[src/sv/pc_pkg.sv]
// ---------------------------------------------------------------------------
// pc_pkg
// widths, types and constants shared by the pearson correlation block
// ---------------------------------------------------------------------------
package pc_pkg;

    localparam int MAX_SAMPLES = 4096;
    localparam int SAMPLE_BITS = 16;

    localparam int IN_W   = 16;
    localparam int RHO_W  = 16;
    localparam int FRAC_W = RHO_W - 1;
    localparam int K_W    = $clog2(FRAC_W);

    localparam int CNT_W = $clog2(MAX_SAMPLES + 1);
    localparam int SUM_W = SAMPLE_BITS + CNT_W;
    localparam int SQ_W  = 2 * SAMPLE_BITS + CNT_W - 1;
    localparam int SPR_W = CNT_W + SQ_W;
    localparam int NUM_W = SPR_W + 1;
    localparam int NSH   = 2 * (FRAC_W + 1);
    localparam int W     = 2 * NUM_W + NSH + 2;

    localparam logic [RHO_W-1:0] RHO_MAX = RHO_W'((1 << (RHO_W - 1)) - 1);

    typedef struct packed {
        logic signed [SUM_W-1:0] sx;
        logic signed [SUM_W-1:0] sy;
        logic        [SQ_W-1:0]  sxx;
        logic        [SQ_W-1:0]  syy;
        logic signed [SQ_W-1:0]  sxy;
        logic        [CNT_W-1:0] cnt;
    } t_sums;

endpackage

[src/sv/pc_accum.sv]
// ---------------------------------------------------------------------------
// pc_accum
// input stage and running sums of x, y, x*x, y*y, x*y and the pair count
// ---------------------------------------------------------------------------
module pc_accum (
    input  logic                           i_clk,
    input  logic                           i_rst_n,
    input  logic                           i_take,
    input  logic signed [pc_pkg::IN_W-1:0] i_x,
    input  logic signed [pc_pkg::IN_W-1:0] i_y,
    input  logic                           i_last,
    input  logic                           i_clear,
    output pc_pkg::t_sums                  o_sums,
    output logic                           o_last_pend
);

    logic                                   r_stg_vld;
    logic                                   r_stg_last;
    logic signed [pc_pkg::SAMPLE_BITS-1:0]  r_stg_x;
    logic signed [pc_pkg::SAMPLE_BITS-1:0]  r_stg_y;
    pc_pkg::t_sums                          r_sums;

    logic signed [2*pc_pkg::SAMPLE_BITS-1:0] w_xx;
    logic signed [2*pc_pkg::SAMPLE_BITS-1:0] w_yy;
    logic signed [2*pc_pkg::SAMPLE_BITS-1:0] w_xy;
    logic                                    w_room;

    assign w_xx   = r_stg_x * r_stg_x;
    assign w_yy   = r_stg_y * r_stg_y;
    assign w_xy   = r_stg_x * r_stg_y;
    assign w_room = r_sums.cnt < pc_pkg::CNT_W'(pc_pkg::MAX_SAMPLES);

    always_ff @(posedge i_clk) begin
        if (!i_rst_n) begin
            r_stg_vld  <= 1'b0;
            r_stg_last <= 1'b0;
            r_sums     <= '0;
        end else begin
            r_stg_vld <= i_take;
            if (i_take) begin
                r_stg_x    <= $signed(i_x[pc_pkg::SAMPLE_BITS-1:0]);
                r_stg_y    <= $signed(i_y[pc_pkg::SAMPLE_BITS-1:0]);
                r_stg_last <= i_last;
            end
            if (i_clear) begin
                r_sums <= '0;
            end else if (r_stg_vld && w_room) begin
                r_sums.sx  <= r_sums.sx + pc_pkg::SUM_W'(r_stg_x);
                r_sums.sy  <= r_sums.sy + pc_pkg::SUM_W'(r_stg_y);
                r_sums.sxx <= r_sums.sxx + pc_pkg::SQ_W'($unsigned(w_xx));
                r_sums.syy <= r_sums.syy + pc_pkg::SQ_W'($unsigned(w_yy));
                r_sums.sxy <= r_sums.sxy + pc_pkg::SQ_W'(w_xy);
                r_sums.cnt <= r_sums.cnt + pc_pkg::CNT_W'(1);
            end
        end
    end

    assign o_sums      = r_sums;
    assign o_last_pend = r_stg_vld && r_stg_last;

endmodule

[config.mk]
export PLATFORM = sky130hd
export DESIGN_NAME = pc_accum
export DESIGN_NICKNAME = d
export VERILOG_FILES = /design/src/sv/pc_pkg.sv /design/src/sv/pc_accum.sv
export SDC_FILE = /design/constraint.sdc
export NUM_CORES = 2
export LEC_CHECK = 0
export BUFFER_PORTS_ARGS = -buffer_cell sky130_fd_sc_hd__buf_2
export CAP_MARGIN = 30
export CORE_MARGIN = 2
export CORE_UTILIZATION = 60
export CTS_CLUSTER_SIZE = 8
export DETAILED_ROUTE_END_ITERATION = 6
export PLACE_DENSITY = 0.8
export SKIP_CTS_REPAIR_TIMING = 1
export SLEW_MARGIN = 20
export SYNTH_ARGS = -nofsm -noshare
export SYNTH_HDL_FRONTEND = slang
export SYNTH_SLANG_ARGS = --single-unit
[constraint.sdc]
create_clock -name i_clk -period 9.6 [get_ports i_clk]
set_input_delay 0.48 -clock i_clk [delete_from_list [all_inputs] [get_ports i_clk]]
set_output_delay 0.48 -clock i_clk [all_outputs]
set_load 0.05 [all_outputs]
==> results by group <==
CTS
  • Clk_lat worst skew: 570 ps
  • CTS sink cnt: between 200 and 250
  • CTS tree: built
  • Htree depth: 2
  • Clock Pin Slew Worst Setup and Hold Paths: approximately 60 ps
  • CTS Root Cell: clkbuf_16
  • Clock Path Buffers: 3
  • CTS Buf Count: 37

Logic synthesis
  • Xor/xnor share of the synthesized area: 4.11%
  • Netlist Area Pre-Place: 44800 sq um
  • Synth Register Bits: approximately 240
  • Unique masters post-synth: roughly 100
  • Combinational family with the most area after synthesis: adder cells
  • Synth async-reset ratio: 0%
  • Number of synthesized flops with an enable pin: 32
  • Post-synthesis compound-gate area fraction: approximately 12%
  • Cell taking the most area after synthesis: fa_1
  • Mean post-synth cell area: 8.84 sq um
  • YS warnings: 0
  • Synth Flop Type: dfxtp_1
  • Seq/Total Area, Yosys: a little under an eighth
  • Post-synthesis mux area share: 0.386%
  • Yosys top cell area share: between 30% and 40%
  • Adder-cell area share of the yosys netlist: roughly 49%
  • Cells taking the most area after synthesis: fa_1, ha_1, dfxtp_1, inv_1, nand2_1
  • Post-synthesis cell count: between 5000 and 6000
  • Syn nets: 6356
  • Simple-Gate Fraction of Synth Area: around 14%

STA
  • RSZ-0062 raised after global routing: no
  • Fmax: around 0.11 GHz
  • Final TNS setup: 0 ps
  • Skew final: 30.7 ps
  • Max Slew Vio Count: 0
  • Final hold viol count: 0
  • Worst Tran Pin Value: ~1000 ps
  • Setup ws final: approximately 830 ps
  • Setup violators final: 0
  • Slew margin rel.: 32.0%
  • Post-route clock period utilization: approximately nine tenths
  • Final Critical Period: around 9000 ps

Detailed routing
  • Total wire length: between 100000 and 150000 um
  • Drt pass-1 iters: 6
  • Routed Antenna Nets: 0
  • Metal-1 WL: ~48000 um
  • 1st-iter DRT viols: ~2600
  • WL met3: 11500 um
  • Metal2 WL: approximately 57000 um
  • Routed length per instance: about 19 um
  • Max layer used: met5
  • Drt drc: 0
  • Via count: roughly 36000
  • Routed vias/inst: ~5.8

Floorplan
  • Die X: 277 um
  • DIE AREA: approximately 77000 sq um
  • Row Count: 100
  • Die height: 277 um
  • Core Footprint: between 70000 and 80000 sq um
  • I/O pins: between 200 and 250
  • Starting density of the core: about three fifths

Worst setup path
  • CP Max Fanout: 12
  • CP required: 10010 ps
  • CP Class: flop to flop
  • CP startpoint kind: flop
  • Worst EP arrival: 9180 ps
  • CP Capture Type: flop

GRT
  • All-layer global routing usage: roughly 32%
  • Pin count of the biggest net entering global routing: about 160
  • Vias in the first global route: 37700
  • Global-route wire length before repair: 197000 um
  • Initial antenna violation count: 3
  • GRT overflow: 0

Final layout
  • # nets final: approximately 6500
  • N_diodes: 0
  • Commonest non-fill, non-tap cell in the layout: inv_1
  • P&R area growth vs syn: 7.49%
  • Most frequent cells in the layout: inv_1, fa_1, nand2_1
  • Post-route cell area: ~48000 sq um
  • Ratio of cells with drive above 1 in the final layout: roughly 8.2%

Place
  • Dpl cell area: between 40000 and 50000 sq um
  • DP HPWL: around 95000 um
  • Port Buf Inserts: between 200 and 250
  • Post-Place Worst Slack: about 1000 ps
  • GPL Wtd Cong: ~0.95

Min path
  • Hold WC Path Type: input port to flop

Status
  • Status: finished clean

Flow run
  • Maxcap violations: 0
## Yosys cell counts, types with 57 or more instances
| cell | n |
|---|---|
| xnor2_1 | 153 |
| fa_1 | 822 |
| nor2_1 | 292 |
| nand2_1 | 673 |
| nand3_1 | 63 |
| a21o_1 | 87 |
| clkbuf_1 | 143 |
| ha_1 | 429 |
| and2_1 | 120 |
| a21oi_1 | 284 |
| dfxtp_1 | 205 |
| inv_1 | 1003 |
| xor2_1 | 57 |
| o21ai_0 | 109 |
## state kept, by name (all words and copies together), names as in the netlist
name	count
r_stg_x	16
o_sums	203
r_stg_y	16
r_stg_vld	1
r_stg_last	1
## worst max-delay path: stages, from the launching register on
cell and delay [ps]:
edfxtp_1 650, inv_1 730, nor2_1 120, fa_1 630, inv_1 160, fa_1 670, inv_1 200, fa_1 510
fa_1 460, fa_1 550, fa_1 420, ha_1 370, a21o_1 190, a21oi_1 190, nor2b_1 100, a31o_2 220
a311oi_1 420, o41ai_1 140, a21oi_1 190, xnor2_1 90, ha_1 390, nand4_1 150, o311ai_0 660, nand3_1 170
xor2_1 170, nor2_1 50
## kinds of logic (layout without fill, tap and decap cells)
kind of cell	count (synthesis)	after routing
and+or+nand+nor	1388	1388
adders and majority gates	1251	1251
buffers and inverters	1185	1376
AOI/OAI and AO/OA	780	780
DFF	237	237
xor gates and xnor gates	210	210
muxes	17	17
## worst paths after layout
path                    start          end  slack (ps)  cells after the start
setup / recovery   r_stg_x[3]  o_sums[136]         830                     25
hold / removal        i_x[15]  r_stg_x[15]         110                      1
setup reg to reg   r_stg_x[3]  o_sums[136]         830                     25
hold reg to reg   o_sums[196]  o_sums[196]         470                      2
## layout make-up
type,count,area [sq um]
clock inverter,4,52.6
sequential,237,5060
fill,6020,26100
timing repair buffer,304,1730
tap,969,1210
inverter,1013,3800
clock buffer,55,1020
multi-input combinational,3646,35300
## metrics by stage
step | utilization, % | hold WS, ps | std cells
floorplan | - | 474 | 5068
global placement | 63.4 | 456 | 6167
detailed placement | 63.4 | 462 | 6168
CTS | 64.8 | 76.9 | 6227
global route | 64.9 | 88.8 | 6228
finish | 64.9 | 105 | 6228
## routing by layer
metal	vias up	track usage (%)
met5	-	0
met4	2	11.8
met3	298	7.70
met2	1407	53.0
met1	17800	42.3
li1	16300	-
Power is not shown: default switching activity piles up to over one toggle a cycle in this logic, so the estimate is an artifact.
